`config.mk`:
```
export PLATFORM = sky130hd
export DESIGN_NAME = polygon_area_centroid_top
export DESIGN_NICKNAME = d
export VERILOG_FILES = /design/src/rtl/core/pac_pkg.sv /design/src/rtl/core/pac_divider.sv /design/src/rtl/core/pac_datapath.sv /design/src/rtl/core/pac_ctrl.sv /design/src/rtl/core/polygon_area_centroid_top.sv
export SDC_FILE = /design/constraint.sdc
export NUM_CORES = 2
export LEC_CHECK = 0
export BUFFER_PORTS_ARGS = -buffer_cell sky130_fd_sc_hd__buf_2
export CAP_MARGIN = 20
export CORE_ASPECT_RATIO = 1.75
export CORE_MARGIN = 5
export CORE_UTILIZATION = 29
export CTS_CLUSTER_DIAMETER = 80
export DETAILED_ROUTE_END_ITERATION = 8
export RECOVER_POWER = 25
export SLEW_MARGIN = 20
export SYNTH_ARGS = -nofsm -noshare
export SYNTH_HDL_FRONTEND = slang
export SYNTH_SLANG_ARGS = --single-unit
```
`constraint.sdc`:
```
create_clock -name clk -period 14.35 [get_ports clk]
set_clock_uncertainty 0.05 [all_clocks]
set_input_delay 0.7175 -clock clk [delete_from_list [all_inputs] [get_ports clk]]
set_output_delay 0.7175 -clock clk [all_outputs]
set_load 0.01 [all_outputs]
```
`src/rtl/core/pac_pkg.sv`:
```
// pac_pkg: shared widths, controller states, datapath commands and status
// for the polygon area and centroid block. No dependencies.
`timescale 1ns / 1ps

package pac_pkg;

	// Coordinate grid and vertex limits
	localparam int COORD_W      = 16;
	localparam int MAX_VERTICES = 1024;
	localparam int CNT_W        = $clog2(MAX_VERTICES + 2);

	// Accumulator and product widths
	localparam int AREA_W  = 43;
	localparam int CROSS_W = 44;
	localparam int MOM_W   = 61;
	localparam int OPA_W   = COORD_W + 1;
	localparam int K_W     = 2 * COORD_W + 1;
	localparam int PROD_W  = OPA_W + K_W;
	localparam int DIVR_W  = CROSS_W + 2;
	localparam int STEP_W  = $clog2(MOM_W + 1);

	// Controller states
	typedef enum logic [3:0] {
		ST_IDLE,
		ST_MUL_A,
		ST_MUL_B,
		ST_CROSS,
		ST_MOM_X,
		ST_MOM_Y,
		ST_ACC_Y,
		ST_DIV_PREP,
		ST_DIVX_GO,
		ST_DIVX_WAIT,
		ST_DIVY_GO,
		ST_DIVY_WAIT,
		ST_RESULT
	} state_t;

	// Datapath operations
	typedef enum logic [3:0] {
		DP_NOP,
		DP_TAKE,
		DP_MUL_A,
		DP_MUL_B,
		DP_CROSS,
		DP_MOM_X,
		DP_MOM_Y,
		DP_ACC_Y,
		DP_DIV_PREP,
		DP_LATCH_QX,
		DP_LATCH_QY,
		DP_EMIT
	} dp_op_t;

	typedef struct packed {
		dp_op_t op;
		logic   edge_close;  // edge ends on the first vertex
		logic   div_start;
		logic   div_sel_y;
	} cmd_t;

	typedef struct packed {
		logic count_zero;
		logic count_full;
		logic cross_zero;
		logic div_done;
		logic out_free;
	} stat_t;

endpackage

```
`src/rtl/core/pac_divider.sv`:
```
// pac_divider: sequential signed divider, one quotient bit per cycle,
// truncating toward zero and saturating to the coordinate range. Uses pac_pkg.
`timescale 1ns / 1ps

module pac_divider (
	input  logic                                clk,
	input  logic                                arst_n,
	input  logic                                start,
	input  logic signed [pac_pkg::MOM_W-1:0]    dividend,
	input  logic signed [pac_pkg::DIVR_W-1:0]   divisor,
	output logic                                done,
	output logic signed [pac_pkg::COORD_W-1:0]  quot
);

	localparam int MW = pac_pkg::MOM_W;
	localparam int DW = pac_pkg::DIVR_W;
	localparam int CW = pac_pkg::COORD_W;
	localparam int SW = pac_pkg::STEP_W;
	localparam logic [MW-1:0] POS_LIM = {{(MW-CW+1){1'b0}}, {(CW-1){1'b1}}};
	localparam logic [MW-1:0] NEG_LIM = POS_LIM + {{(MW-1){1'b0}}, 1'b1};

	logic          busy_q;
	logic          done_q;
	logic [SW-1:0] step_q;
	logic [DW-1:0] rem_q;
	logic [MW-1:0] dvd_q;   // dividend bits out, quotient bits in
	logic [DW-1:0] dsr_q;
	logic          neg_q;
	logic [CW-1:0] quot_q;

	logic [MW-1:0] dvd_mag;
	logic [DW-1:0] dsr_mag;
	logic [DW:0]   rem_sh;
	logic [DW:0]   diff;
	logic          ge;
	logic [DW-1:0] rem_next;
	logic [CW-1:0] sat_q;

	// Operand magnitudes
	assign dvd_mag = dividend[MW-1] ? (~dividend) + {{(MW-1){1'b0}}, 1'b1} : dividend;
	assign dsr_mag = divisor[DW-1] ? (~divisor) + {{(DW-1){1'b0}}, 1'b1} : divisor;

	// Restoring step
	assign rem_sh   = {rem_q, dvd_q[MW-1]};
	assign diff     = rem_sh - {1'b0, dsr_q};
	assign ge       = rem_sh >= {1'b0, dsr_q};
	assign rem_next = ge ? diff[DW-1:0] : rem_sh[DW-1:0];

	// Sign and saturation of the finished quotient
	always_comb begin
		if (!neg_q) begin
			sat_q = (dvd_q > POS_LIM) ? {1'b0, {(CW-1){1'b1}}} : dvd_q[CW-1:0];
		end else begin
			sat_q = (dvd_q > NEG_LIM) ? {1'b1, {(CW-1){1'b0}}} :
				(~dvd_q[CW-1:0]) + {{(CW-1){1'b0}}, 1'b1};
		end
	end

	// Control
	always_ff @(posedge clk or negedge arst_n) begin
		if (!arst_n) begin
			busy_q <= 1'b0;
			done_q <= 1'b0;
			step_q <= '0;
		end else begin
			done_q <= 1'b0;
			if (start) begin
				busy_q <= 1'b1;
				step_q <= SW'(MW);
			end else if (busy_q) begin
				if (step_q == '0) begin
					busy_q <= 1'b0;
					done_q <= 1'b1;
				end else begin
					step_q <= step_q - {{(SW-1){1'b0}}, 1'b1};
				end
			end
		end
	end

	// Datapath
	always_ff @(posedge clk) begin
		if (start) begin
			rem_q <= '0;
			dvd_q <= dvd_mag;
			dsr_q <= dsr_mag;
			neg_q <= dividend[MW-1] ^ divisor[DW-1];
		end else if (busy_q) begin
			if (step_q == '0) begin
				quot_q <= sat_q;
			end else begin
				rem_q <= rem_next;
				dvd_q <= {dvd_q[MW-2:0], ge};
			end
		end
	end

	assign done = done_q;
	assign quot = quot_q;

	a_start_idle: assert property (@(posedge clk) disable iff (!arst_n)
		start |-> !busy_q) else $error("divider started while busy");
	a_done_idle: assert property (@(posedge clk) disable iff (!arst_n)
		done_q |-> !busy_q) else $error("divider done while still busy");
	a_finish: assert property (@(posedge clk) disable iff (!arst_n)
		(busy_q && step_q == '0 && !start) |=> done_q)
		else $error("divider missed its done pulse");

endmodule

```
`src/rtl/core/pac_datapath.sv`:
```
// pac_datapath: vertex registers, shared multiplier, shoelace accumulators,
// divider and output register. Uses pac_pkg and pac_divider.
`timescale 1ns / 1ps

module pac_datapath (
	input  logic                                clk,
	input  logic                                arst_n,
	input  logic signed [pac_pkg::COORD_W-1:0]  vertex_x,
	input  logic signed [pac_pkg::COORD_W-1:0]  vertex_y,
	input  pac_pkg::cmd_t                       cmd,
	output pac_pkg::stat_t                      stat,
	input  logic                                out_stall,
	output logic                                out_valid,
	output logic signed [pac_pkg::AREA_W-1:0]   doubled_area,
	output logic signed [pac_pkg::COORD_W-1:0]  centroid_x,
	output logic signed [pac_pkg::COORD_W-1:0]  centroid_y,
	output logic                                degenerate,
	output logic                                overflow
);

	localparam int CW = pac_pkg::COORD_W;
	localparam int NW = pac_pkg::CNT_W;
	localparam int AW = pac_pkg::AREA_W;
	localparam int XW = pac_pkg::CROSS_W;
	localparam int MW = pac_pkg::MOM_W;
	localparam int OW = pac_pkg::OPA_W;
	localparam int KW = pac_pkg::K_W;
	localparam int PW = pac_pkg::PROD_W;
	localparam int DW = pac_pkg::DIVR_W;
	localparam logic [NW-1:0] CNT_MAX = NW'(pac_pkg::MAX_VERTICES);
	localparam logic [NW-1:0] CNT_ONE = {{(NW-1){1'b0}}, 1'b1};

	// Vertex and accumulator state
	logic signed [CW-1:0] first_x_q, first_y_q, prev_x_q, prev_y_q;
	logic signed [CW-1:0] cur_x_q, cur_y_q;
	logic signed [XW-1:0] cross_q;
	logic signed [MW-1:0] mx_q, my_q;
	logic [NW-1:0]        cnt_q;

	// Arithmetic pipeline registers
	logic signed [PW-1:0]     mul_q;
	logic signed [2*CW-1:0]   t_q;
	logic signed [KW-1:0]     k_q;
	logic signed [DW-1:0]     div_q;
	logic signed [CW-1:0]     qx_q, qy_q;

	// Output register
	logic                 out_valid_q;
	logic signed [AW-1:0] area_q;
	logic signed [CW-1:0] cent_x_q, cent_y_q;
	logic                 degen_q, ovf_q;

	logic signed [CW-1:0] px, py, cx, cy;
	logic signed [OW-1:0] op_a;
	logic signed [KW-1:0] op_b;
	logic signed [PW-1:0] prod;
	logic signed [KW-1:0] k_new;
	logic signed [DW-1:0] cross_ext;
	logic signed [MW-1:0] dvd_sel;
	logic signed [CW-1:0] quot;
	logic                 div_done;
	logic                 ovf_now;
	logic                 cross_zero;
	logic                 out_free;

	// Edge end points
	assign px = prev_x_q;
	assign py = prev_y_q;
	assign cx = cmd.edge_close ? first_x_q : cur_x_q;
	assign cy = cmd.edge_close ? first_y_q : cur_y_q;

	// Shared multiplier operand select
	always_comb begin
		op_a = '0;
		op_b = '0;
		case (cmd.op)
			pac_pkg::DP_MUL_A: begin
				op_a = {px[CW-1], px};
				op_b = {{(KW-CW){cy[CW-1]}}, cy};
			end
			pac_pkg::DP_MUL_B: begin
				op_a = {cx[CW-1], cx};
				op_b = {{(KW-CW){py[CW-1]}}, py};
			end
			pac_pkg::DP_MOM_X: begin
				op_a = {px[CW-1], px} + {cx[CW-1], cx};
				op_b = k_q;
			end
			pac_pkg::DP_MOM_Y: begin
				op_a = {py[CW-1], py} + {cy[CW-1], cy};
				op_b = k_q;
			end
			default: begin
				op_a = '0;
				op_b = '0;
			end
		endcase
	end

	assign prod  = op_a * op_b;
	assign k_new = {t_q[2*CW-1], t_q} - {mul_q[2*CW-1], mul_q[2*CW-1:0]};

	assign cross_ext  = {{(DW-XW){cross_q[XW-1]}}, cross_q};
	assign dvd_sel    = cmd.div_sel_y ? my_q : mx_q;
	assign ovf_now    = cnt_q > CNT_MAX;
	assign cross_zero = cross_q == '0;
	assign out_free   = !out_valid_q || !out_stall;

	// Division of the moments by three times the cross sum
	pac_divider u_div (
		.clk      (clk),
		.arst_n   (arst_n),
		.start    (cmd.div_start),
		.dividend (dvd_sel),
		.divisor  (div_q),
		.done     (div_done),
		.quot     (quot)
	);

	// Polygon state: vertices, count and accumulators
	always_ff @(posedge clk or negedge arst_n) begin
		if (!arst_n) begin
			first_x_q <= '0;
			first_y_q <= '0;
			prev_x_q  <= '0;
			prev_y_q  <= '0;
			cross_q   <= '0;
			mx_q      <= '0;
			my_q      <= '0;
			cnt_q     <= '0;
		end else begin
			case (cmd.op)
				pac_pkg::DP_TAKE: begin
					if (cnt_q == '0) begin
						first_x_q <= vertex_x;
						first_y_q <= vertex_y;
						prev_x_q  <= vertex_x;
						prev_y_q  <= vertex_y;
						cnt_q     <= CNT_ONE;
					end else if (cnt_q < CNT_MAX) begin
						cnt_q <= cnt_q + CNT_ONE;
					end else begin
						cnt_q <= CNT_MAX + CNT_ONE;
					end
				end
				pac_pkg::DP_CROSS: begin
					cross_q <= cross_q + {{(XW-KW){k_new[KW-1]}}, k_new};
				end
				pac_pkg::DP_MOM_Y: begin
					mx_q <= mx_q + {{(MW-PW){mul_q[PW-1]}}, mul_q};
				end
				pac_pkg::DP_ACC_Y: begin
					my_q     <= my_q + {{(MW-PW){mul_q[PW-1]}}, mul_q};
					prev_x_q <= cx;
					prev_y_q <= cy;
				end
				pac_pkg::DP_EMIT: begin
					first_x_q <= '0;
					first_y_q <= '0;
					prev_x_q  <= '0;
					prev_y_q  <= '0;
					cross_q   <= '0;
					mx_q      <= '0;
					my_q      <= '0;
					cnt_q     <= '0;
				end
				default: begin
				end
			endcase
		end
	end

	// Arithmetic working registers
	always_ff @(posedge clk) begin
		case (cmd.op)
			pac_pkg::DP_TAKE: begin
				cur_x_q <= vertex_x;
				cur_y_q <= vertex_y;
			end
			pac_pkg::DP_MUL_A: mul_q <= prod;
			pac_pkg::DP_MUL_B: begin
				t_q   <= mul_q[2*CW-1:0];
				mul_q <= prod;
			end
			pac_pkg::DP_CROSS:    k_q   <= k_new;
			pac_pkg::DP_MOM_X:    mul_q <= prod;
			pac_pkg::DP_MOM_Y:    mul_q <= prod;
			pac_pkg::DP_DIV_PREP: div_q <= cross_ext + {cross_ext[DW-2:0], 1'b0};
			pac_pkg::DP_LATCH_QX: qx_q  <= quot;
			pac_pkg::DP_LATCH_QY: qy_q  <= quot;
			default: begin
			end
		endcase
	end

	// Output register: valid flag
	always_ff @(posedge clk or negedge arst_n) begin
		if (!arst_n) begin
			out_valid_q <= 1'b0;
		end else if (cmd.op == pac_pkg::DP_EMIT) begin
			out_valid_q <= 1'b1;
		end else if (!out_stall) begin
			out_valid_q <= 1'b0;
		end
	end

	// Output register: payload
	always_ff @(posedge clk) begin
		if (cmd.op == pac_pkg::DP_EMIT) begin
			area_q   <= ovf_now ? '0 : cross_q[AW-1:0];
			cent_x_q <= (ovf_now || cross_zero) ? '0 : qx_q;
			cent_y_q <= (ovf_now || cross_zero) ? '0 : qy_q;
			degen_q  <= !ovf_now && cross_zero;
			ovf_q    <= ovf_now;
		end
	end

	assign stat.count_zero = cnt_q == '0;
	assign stat.count_full = cnt_q >= CNT_MAX;
	assign stat.cross_zero = cross_zero;
	assign stat.div_done   = div_done;
	assign stat.out_free   = out_free;

	assign out_valid    = out_valid_q;
	assign doubled_area = area_q;
	assign centroid_x   = cent_x_q;
	assign centroid_y   = cent_y_q;
	assign degenerate   = degen_q;
	assign overflow     = ovf_q;

	a_no_overwrite: assert property (@(posedge clk) disable iff (!arst_n)
		(cmd.op == pac_pkg::DP_EMIT) |-> out_free)
		else $error("result loaded over a pending transaction");
	a_cleared: assert property (@(posedge clk) disable iff (!arst_n)
		(cmd.op == pac_pkg::DP_EMIT) |=>
		(cnt_q == '0 && cross_q == '0 && mx_q == '0 && my_q == '0))
		else $error("polygon state not cleared after result");
	a_cnt_range: assert property (@(posedge clk) disable iff (!arst_n)
		cnt_q <= CNT_MAX + CNT_ONE) else $error("vertex count out of range");
	a_ovf_result: assert property (@(posedge clk) disable iff (!arst_n)
		(cmd.op == pac_pkg::DP_EMIT && ovf_now) |=> (ovf_q && area_q == '0 && !degen_q))
		else $error("overflow result malformed");

endmodule

```
`src/rtl/core/pac_ctrl.sv`:
```
// pac_ctrl: controller state machine sequencing the edge arithmetic,
// closing edge, divisions and result hand-off. Uses pac_pkg.
`timescale 1ns / 1ps

module pac_ctrl (
	input  logic           clk,
	input  logic           arst_n,
	input  logic           in_valid,
	output logic           in_stall,
	input  logic           last_vertex,
	input  pac_pkg::stat_t stat,
	output pac_pkg::cmd_t  cmd
);

	pac_pkg::state_t st_q, st_nxt;
	logic            last_q, last_nxt;
	logic            closing_q, closing_nxt;

	// State register
	always_ff @(posedge clk or negedge arst_n) begin
		if (!arst_n) begin
			st_q      <= pac_pkg::ST_IDLE;
			last_q    <= 1'b0;
			closing_q <= 1'b0;
		end else begin
			st_q      <= st_nxt;
			last_q    <= last_nxt;
			closing_q <= closing_nxt;
		end
	end

	// Next state and commands
	always_comb begin
		st_nxt         = st_q;
		last_nxt       = last_q;
		closing_nxt    = closing_q;
		cmd.op         = pac_pkg::DP_NOP;
		cmd.edge_close = closing_q;
		cmd.div_start  = 1'b0;
		cmd.div_sel_y  = 1'b0;
		in_stall       = 1'b1;
		case (st_q)
			pac_pkg::ST_IDLE: begin
				in_stall = 1'b0;
				if (in_valid) begin
					cmd.op   = pac_pkg::DP_TAKE;
					last_nxt = last_vertex;
					if (stat.count_zero) begin
						// a lone vertex closes onto itself
						if (last_vertex) begin
							closing_nxt = 1'b1;
							st_nxt      = pac_pkg::ST_MUL_A;
						end
					end else if (!stat.count_full) begin
						closing_nxt = 1'b0;
						st_nxt      = pac_pkg::ST_MUL_A;
					end else if (last_vertex) begin
						st_nxt = pac_pkg::ST_RESULT;
					end
				end
			end
			pac_pkg::ST_MUL_A: begin
				cmd.op = pac_pkg::DP_MUL_A;
				st_nxt = pac_pkg::ST_MUL_B;
			end
			pac_pkg::ST_MUL_B: begin
				cmd.op = pac_pkg::DP_MUL_B;
				st_nxt = pac_pkg::ST_CROSS;
			end
			pac_pkg::ST_CROSS: begin
				cmd.op = pac_pkg::DP_CROSS;
				st_nxt = pac_pkg::ST_MOM_X;
			end
			pac_pkg::ST_MOM_X: begin
				cmd.op = pac_pkg::DP_MOM_X;
				st_nxt = pac_pkg::ST_MOM_Y;
			end
			pac_pkg::ST_MOM_Y: begin
				cmd.op = pac_pkg::DP_MOM_Y;
				st_nxt = pac_pkg::ST_ACC_Y;
			end
			pac_pkg::ST_ACC_Y: begin
				cmd.op = pac_pkg::DP_ACC_Y;
				if (closing_q) begin
					st_nxt = pac_pkg::ST_DIV_PREP;
				end else if (last_q) begin
					closing_nxt = 1'b1;
					st_nxt      = pac_pkg::ST_MUL_A;
				end else begin
					st_nxt = pac_pkg::ST_IDLE;
				end
			end
			pac_pkg::ST_DIV_PREP: begin
				cmd.op = pac_pkg::DP_DIV_PREP;
				st_nxt = stat.cross_zero ? pac_pkg::ST_RESULT : pac_pkg::ST_DIVX_GO;
			end
			pac_pkg::ST_DIVX_GO: begin
				cmd.div_start = 1'b1;
				st_nxt        = pac_pkg::ST_DIVX_WAIT;
			end
			pac_pkg::ST_DIVX_WAIT: begin
				if (stat.div_done) begin
					cmd.op = pac_pkg::DP_LATCH_QX;
					st_nxt = pac_pkg::ST_DIVY_GO;
				end
			end
			pac_pkg::ST_DIVY_GO: begin
				cmd.div_start = 1'b1;
				cmd.div_sel_y = 1'b1;
				st_nxt        = pac_pkg::ST_DIVY_WAIT;
			end
			pac_pkg::ST_DIVY_WAIT: begin
				if (stat.div_done) begin
					cmd.op = pac_pkg::DP_LATCH_QY;
					st_nxt = pac_pkg::ST_RESULT;
				end
			end
			pac_pkg::ST_RESULT: begin
				if (stat.out_free) begin
					cmd.op      = pac_pkg::DP_EMIT;
					closing_nxt = 1'b0;
					last_nxt    = 1'b0;
					st_nxt      = pac_pkg::ST_IDLE;
				end
			end
			default: begin
				st_nxt = pac_pkg::ST_IDLE;
			end
		endcase
	end

endmodule

```
`src/rtl/core/polygon_area_centroid_top.sv`:
```
// polygon_area_centroid_top: shoelace area and centroid of a polygon given
// vertex by vertex. Depends on pac_pkg, pac_ctrl, pac_datapath, pac_divider.
// Input channel: in_valid/in_stall with vertex_x, vertex_y (signed grid units)
// and last_vertex, which closes the polygon. Output channel: out_valid/
// out_stall with doubled_area, centroid_x, centroid_y, degenerate, overflow;
// one transaction per polygon, none for other vertices.
// The first vertex is only taken in; each further vertex up to the vertex
// limit then passes six steps through the single shared 17x33 multiplier
// and the accumulators while in_stall is high. The last vertex adds the
// closing edge in six more steps, a divisor step and two 61-bit divisions
// at one quotient bit per cycle.
// Zero-area and overflowed polygons skip the divisions.
// Reset clears all polygon state; the block then awaits a first vertex.
// A result waits in the output register while out_stall is high; the next
// polygon is taken meanwhile and only its own result waits for the register.
`timescale 1ns / 1ps

module polygon_area_centroid_top (
	input  logic                                clk,
	input  logic                                arst_n,
	input  logic                                in_valid,
	output logic                                in_stall,
	input  logic signed [pac_pkg::COORD_W-1:0]  vertex_x,
	input  logic signed [pac_pkg::COORD_W-1:0]  vertex_y,
	input  logic                                last_vertex,
	output logic                                out_valid,
	input  logic                                out_stall,
	output logic signed [pac_pkg::AREA_W-1:0]   doubled_area,
	output logic signed [pac_pkg::COORD_W-1:0]  centroid_x,
	output logic signed [pac_pkg::COORD_W-1:0]  centroid_y,
	output logic                                degenerate,
	output logic                                overflow
);

	pac_pkg::cmd_t  cmd;
	pac_pkg::stat_t stat;

	// Sequencer
	pac_ctrl u_ctrl (
		.clk         (clk),
		.arst_n      (arst_n),
		.in_valid    (in_valid),
		.in_stall    (in_stall),
		.last_vertex (last_vertex),
		.stat        (stat),
		.cmd         (cmd)
	);

	// Arithmetic and result register
	pac_datapath u_dp (
		.clk          (clk),
		.arst_n       (arst_n),
		.vertex_x     (vertex_x),
		.vertex_y     (vertex_y),
		.cmd          (cmd),
		.stat         (stat),
		.out_stall    (out_stall),
		.out_valid    (out_valid),
		.doubled_area (doubled_area),
		.centroid_x   (centroid_x),
		.centroid_y   (centroid_y),
		.degenerate   (degenerate),
		.overflow     (overflow)
	);

endmodule

```
== Word level (Yosys, flattened, before mapping) ==
Index checks and enable logic that the tools add are counted.
Operators by class
  order comparisons: 6
  add/sub/neg operators: 13
  reductions and logical operators: 29
  muxes and demuxes: 67
  equal/unequal tests: 33
  bitwise operators: 6
  multipliers: 1
Operators with widths (number)
  61-bit two-way mux: 5
  61-bit case mux with 2 select lines: 2
  61-bit adder: 2
  16-bit two-way mux: 7
  33-bit case mux with 3 select lines: 1
  16-bit case mux with 3 select lines: 2
  44-bit case mux with 2 select lines: 1
  17-bit case mux with 4 select lines: 1
  16-bit case mux with 2 select lines: 2
  61-bit by 1-bit adder with 61-bit output, second input constant: 1
  61-bit by 15-bit > comparator with 1-bit output, second input constant: 1
  61-bit by 16-bit > comparator with 1-bit output, second input constant: 1
  61-bit NOT: 1
  4-bit case mux with 13 select lines: 1
  17-bit by 33-bit multiplier with 50-bit output: 1
  47-bit by 46-bit greater-or-equal comparator with 1-bit output: 1
  44-bit by 45-bit adder with 46-bit output: 1
  46-bit by 1-bit adder with 46-bit output, second input constant: 1
  46-bit two-way mux: 1
  46-bit NOT: 1
  46-bit subtractor: 1
  45-bit two-way mux: 1
  44-bit adder: 1
  44-bit zero test: 1
  41 further kinds: 117
Storage, ports and cells
  register bits: 728
  word-level logic and storage cells: 189
  output and inout bits: 79
  input port bits: 37

== Depth between registers and ports, before layout ==
  depth after elaboration: 8
  depth in mapped cells: 42
  mapped depth without buffers: 39

== Cells and area by module ==
Synthesis repeated with hierarchy kept, for this count alone.
Unflattened totals
  cells, all modules: 7123
  area, all modules: 66283.6 sq um
Modules (own cells, without submodules)
  pac_datapath: cells each 5697, instances 1, seq. area each 15124.5 sq um, area an instance 53442.5 sq um
  pac_divider: cells each 1340, instances 1, seq. area each 4844.6 sq um, area an instance 12187.9 sq um
  pac_ctrl: cells each 86, instances 1, seq. area each 150.1 sq um, area an instance 653.1 sq um

== Least setup slack after synthesis ==
OpenSTA, ideal clock, no wires.
  kind: register -> register
  start point: register u_ctrl.closing_q
  end point: register u_dp.mul_q[44] (data pin)
  stages on the path, launching flop included: 38
  buffers on the path: 4
  arrival time: 9.830 ns
  required time: 14.040 ns
  setup slack: 4.211 ns
  library setup time: 0.260 ns
  cell sequence: dfrtp_1 -> clkbuf_1 -> clkbuf_1 -> buf_1 -> mux2i_1 -> inv_1 -> ha_1 -> o21ai_0 -> a21oi_1 -> o21ai_0 -> nand2b_1 -> a21o_1 -> a41o_1 -> o41ai_1 -> xnor2_1 -> a211oi_1 -> clkbuf_1 -> nor2_1 -> [2 not listed] -> fa_1 -> fa_1 -> fa_1 -> inv_1 -> fa_1 -> inv_1 -> ha_1 -> a21o_1 -> a21o_1 -> a211oi_1 -> o21ai_0 -> a21o_1 -> o2111ai_1 -> nand2_1 -> o41ai_1 -> o21ai_0 -> a21boi_0 -> xnor2_1
Between the ends
  word-level cells in the longest chain between the ends: 4
  elaborated cells on any way between the ends: 7
  those cells by class: add/sub (2); mul (1); mux (4)
Ends and longest elaborated chain
  start: declaration: RTL line pac_ctrl.sv:17  | logic closing_q, closing_nxt;
  start signal: assignment: RTL line pac_ctrl.sv:28  | closing_q <= closing_nxt;
  16-bit two-way mux, on equally long branches: RTL line pac_datapath.sv:70, pac_datapath.sv:69
  16-bit by 16-bit adder with 17-bit output, on equally long branches: RTL line pac_datapath.sv:90, pac_datapath.sv:86
  17-bit case mux with 4 select lines: RTL line pac_datapath.sv:76  | case (cmd.op)
  17-bit by 33-bit multiplier with 50-bit output (*): RTL line pac_datapath.sv:100  | assign prod = op_a * op_b;
  net u_dp.prod[44]: RTL line pac_datapath.sv:56  | logic signed [PW-1:0] prod;
  end signal: assignment: RTL line pac_datapath.sv:180  | pac_pkg::DP_MUL_A: mul_q <= prod;
  end signal: assignment: RTL line pac_datapath.sv:183  | mul_q <= prod;
  end signal: assignment: RTL line pac_datapath.sv:186  | pac_pkg::DP_MOM_X: mul_q <= prod;
  end: declaration: RTL line pac_datapath.sv:41  | logic signed [PW-1:0] mul_q;
The timed path passes the listed nets; every way through them passes the cells marked *.
A chain may end at the register's enable or synchronous reset.

== Worst setup path in the final report ==
  start point: register u_ctrl.closing_q
  end point: register u_dp.mul_q[49] (data pin)
Same word-level chain as after synthesis.

==> impl_metrics.env <==
export IMPL_run_status="complete, but fails checks"
export IMPL_failed_checks="capacitance limit, slew limit"
export IMPL_yosys_most_used_dff="sky130_fd_sc_hd__edfxtp_1"
export IMPL_cts_repair_resize_count=0
export IMPL_post_synthesis_cells=7335
export IMPL_critical_path_depth=32
export IMPL_max_cap_violations=5
export IMPL_crit_path_end="u_dp.mul_q[49]$_DFFE_PN_"
export IMPL_clock_insertion_delay_worst_skew_ns=0.69
export IMPL_period_share=0.786
export IMPL_floorplan_core_area_mm2=0.229
export IMPL_hpwlAfterDp_mm=167
export IMPL_fp_dieH_um=644
export IMPL_clock_root_buffer="sky130_fd_sc_hd__clkbuf_16"
export IMPL_groute_usage_overall=0.171
export IMPL_vias=53195
export IMPL_postRouteAntennaNets=0
export IMPL_leakage_nw=33.0
export IMPL_wirelength_mm=208
export IMPL_grt_overflow=0
export IMPL_post_drt_wl_per_cell_um=20.0
export IMPL_rr_worst_depth=32
export IMPL_cts_hold_repair_buffers=0
export IMPL_worstPathArrival_ns=11.62
export IMPL_rows=233
export IMPL_timing_critical_path_buf_inv=5
export IMPL_syn2layout_area_growth_pct=9.67
export IMPL_holdWs_ns=0.168
export IMPL_timing_slew_headroom=-2.61
export IMPL_timing_critical_path_mode_cell="sky130_fd_sc_hd__fa_1"
export IMPL_initial_utilization=0.291
export IMPL_worst_endpoint_required_ns=14.70
export IMPL_ff2ff_setup_slack_ns=3.08
export IMPL_drtIter0Drc=2860
export IMPL_setup_violations_final=0
export IMPL_crit_type="flop to flop"
export IMPL_vias_per_cell=5.10
export IMPL_clk_path_buf_depth=3
export IMPL_sequential_cell_area_fraction_in_the_yosys_report=0.302
export IMPL_maximum_fanout_encountered_on_the_critical_timing_path=35
export IMPL_top_level_ports=116
export IMPL_cts_tree="done"
export IMPL_worst_setup_hold_path_clk_slew_ns=0.07
export IMPL_post_route_cells_drive_above_1_share=0.0398
export IMPL_post_place_setup_slack_ns=3.19
export IMPL_first_global_vias=55922
export IMPL_worstSetupStartpointType="flop"
export IMPL_cp_max_stage_cell="sky130_fd_sc_hd__a2111oi_0"
export IMPL_grt_pass1_wl_mm=321
export IMPL_post_route_drc_count=0
export IMPL_worst_pin_slew_ns=5.42
export IMPL_timing_final_hold_violations=0
export IMPL_reg_area_mm2=0.0201
export IMPL_syn_area_per_cell_um2=9.09
export IMPL_nets=8356
export IMPL_area_taken_by_multi_input_logic_gates_mm2=0.0424
export IMPL_rd_place_congestion=0.954
export IMPL_grt_antenna_before_repair=2
export IMPL_report_final_slew_viol_count=248
export IMPL_synth_nets=8379
export IMPL_finalSetupTns_ns=0
export IMPL_max_freq_mhz=88.7
export IMPL_ys_warn_count=0
export IMPL_groute_layer_met3_usage=0.0183
export IMPL_cp_slowest_stage_delay_ns=0.68
export IMPL_numPortBuffers=115
export IMPL_post_route_worst_setup_slack_ns=3.08
export IMPL_die_w_um=373
export IMPL_regToRegStartpoint="u_ctrl.closing_q$_DFFE_PN0P_"
export IMPL_post_route_util=0.319
export IMPL_timing_rr_end="u_dp.mul_q[49]$_DFFE_PN_"
export IMPL_cts_htree_levels=3
export IMPL_min_period_ns=11.27
export IMPL_cellPowerDensity_mw_per_mm2=57.6
export IMPL_die_area_mm2=0.240
export IMPL_cts_inserted_buffers=70
export IMPL_rsz_0062_raised_after_global_routing="false"
export IMPL_busiest_layer="met2"
export IMPL_vdd_ir_drop_max_mv=0.0775
export IMPL_firstDrtPassIters=8
export IMPL_startpoint="u_ctrl.closing_q$_DFFE_PN0P_"
export IMPL_yosys_cell_types_count=95
export IMPL_number_of_flops_mapped_to_enable_cells_by_yosys=426
export IMPL_synth_seq_cells=728
export IMPL_path_delay_family="compound AO/OA/AOI/OAI gates"
export IMPL_fill_cells=23867
export IMPL_netlist_area_mm2=0.0667
export IMPL_async_flop_share=0.352
export IMPL_end_kind="flop"
export IMPL_globalRouteMet1Util=0.164
export IMPL_grt_start_max_net_pins=124
export IMPL_clock_sink_count=728
export IMPL_hold_path_class="input port to flop"
export IMPL_gr_usage_met2=0.325
export IMPL_cts_setup_buffers=0
==> flip-flops by register name, indices dropped and copies added (netlist names), 32 cells and up <==
register           count
u_dp.mx_q             61
u_dp.my_q             61
u_dp.u_div.dvd_q      61
u_dp.mul_q            50
u_dp.div_q            46
u_dp.u_div.dsr_q      46
u_dp.u_div.rem_q      46
u_dp.cross_q          44
u_dp.doubled_area     43
u_dp.k_q              33
u_dp.t_q              32
==> report_power, final <==
part / switching (mW) / internal, mW / leakage [nW]
Combinational: 0.0191 / 0.00317 / 24.7
Sequential: 0.0000000000000000277 / 2.20 / 7.10
Clock: 0.891 / 1.10 / 1.17
==> layout make-up <==
class,instances,share of cell area
Timing Repair Buffer,199,0.0146
Multi-Input combinational cell,5424,0.579
Sequential cell,728,0.275
Antenna cell,3,0.000103
Clock buffer,88,0.0260
Clock inverter,41,0.00703
Inverter,889,0.0457
Tap cell,3055,0.0523
==> placed cells by master (no fill, tap or decap), types with 79 or more instances in the layout <==
| cell type | instances |
|---|---|
| sky130_fd_sc_hd__inv_1 | 886 |
| sky130_fd_sc_hd__a21oi_1 | 427 |
| sky130_fd_sc_hd__nand2_1 | 849 |
| sky130_fd_sc_hd__nor2_1 | 599 |
| sky130_fd_sc_hd__ha_1 | 462 |
| sky130_fd_sc_hd__buf_4 | 79 |
| sky130_fd_sc_hd__xnor2_1 | 270 |
| sky130_fd_sc_hd__nor3_1 | 94 |
| sky130_fd_sc_hd__xor2_1 | 164 |
| sky130_fd_sc_hd__edfxtp_1 | 426 |
| sky130_fd_sc_hd__nand3_1 | 130 |
| sky130_fd_sc_hd__fa_1 | 545 |
| sky130_fd_sc_hd__clkbuf_1 | 121 |
| sky130_fd_sc_hd__dfrtp_1 | 255 |
| sky130_fd_sc_hd__a21o_1 | 235 |
| sky130_fd_sc_hd__o21ai_0 | 470 |
| sky130_fd_sc_hd__mux2i_1 | 116 |
==> per-layer routing <==
metal	part of all wire	wire, um
met1	0.33	69100
met2	0.53	110000
met3	0.037	7780
met4	0.10	21400
met5	0	0
==> through the flow <==
| stage | area, um2 | power (mW) | cells |
|---|---|---|---|
| after floorplan | 66700 | 2.24 | 7335 |
| after global placement | 70900 | 2.27 | 10294 |
| after detailed placement | 70900 | 2.27 | 10295 |
| after CTS | 73300 | 4.28 | 10424 |
| after global routing | 73100 | 4.34 | 10425 |
| final | 73100 | 4.21 | 10427 |
==> worst min-delay path by stage <==
stage | startpoint | slack, ns | endpoint | depth (start not counted)
finish | vertex_x[13] | 0.17 | u_dp.cur_x_q[13]$_DFFE_PN_ | 1
floorplan | arst_n | 0.37 | u_ctrl.closing_q$_DFFE_PN0P_ | 0
detailed placement | u_dp.u_div.quot[14]$_DFFE_PP_ | 0.38 | u_dp.qx_q[14]$_DFFE_PN_ | 0
global placement | u_dp.u_div.quot[12]$_DFFE_PP_ | 0.38 | u_dp.qx_q[12]$_DFFE_PN_ | 0
CTS | arst_n | 0.02 | u_dp.first_x_q[7]$_DFFE_PN0P_ | 1
global route | vertex_x[3] | 0.15 | u_dp.cur_x_q[3]$_DFFE_PN_ | 1
==> cell families (layout without fill, tap and decap cells) <==
| group | Yosys count | in the layout | share of synthesized area |
|---|---|---|---|
| compound gates | 1734 | 1734 | 0.163 |
| xor+xnor | 434 | 434 | 0.0570 |
| fa+ha+maj | 1007 | 1007 | 0.250 |
| buf+inv | 1183 | 1217 | 0.0672 |
| flops | 728 | 728 | 0.302 |
| mux | 118 | 118 | 0.0177 |
| other cells | 0 | 3 | 0 |
| simple gates | 2131 | 2131 | 0.143 |
==> synth_stat cells, drive strengths merged (17+ instances only) <==
| library cell | number | area share |
|---|---|---|
| a211oi | 60 | 0.0068 |
| a21boi | 54 | 0.0061 |
| a21o | 235 | 0.026 |
| a21oi | 435 | 0.033 |
| a22o | 18 | 0.0024 |
| a31oi | 56 | 0.0053 |
| and2 | 79 | 0.0074 |
| and3 | 47 | 0.0044 |
| buf | 32 | 0.0024 |
| clkbuf | 262 | 0.015 |
| dfrtp | 256 | 0.096 |
| dfxtp | 46 | 0.014 |
| edfxtp | 426 | 0.19 |
| fa | 545 | 0.16 |
| ha | 462 | 0.087 |
| inv | 889 | 0.050 |
| mux2i | 117 | 0.018 |
| nand2 | 854 | 0.048 |
| nand2b | 52 | 0.0049 |
| nand3 | 132 | 0.010 |
| nand4 | 66 | 0.0062 |
| nor2 | 607 | 0.034 |
| nor2b | 46 | 0.0043 |
| nor3 | 97 | 0.0073 |
| nor4 | 38 | 0.0038 |
| o211ai | 28 | 0.0032 |
| o21a | 50 | 0.0056 |
| o21ai | 493 | 0.037 |
| o21bai | 66 | 0.0074 |
| o22ai | 41 | 0.0038 |
| o311ai | 17 | 0.0022 |
| o31ai | 44 | 0.0050 |
| or2 | 18 | 0.0017 |
| or3 | 40 | 0.0041 |
| xnor2 | 270 | 0.035 |
| xor2 | 164 | 0.022 |
No activity file was read; power rests on OpenSTA's default activity.
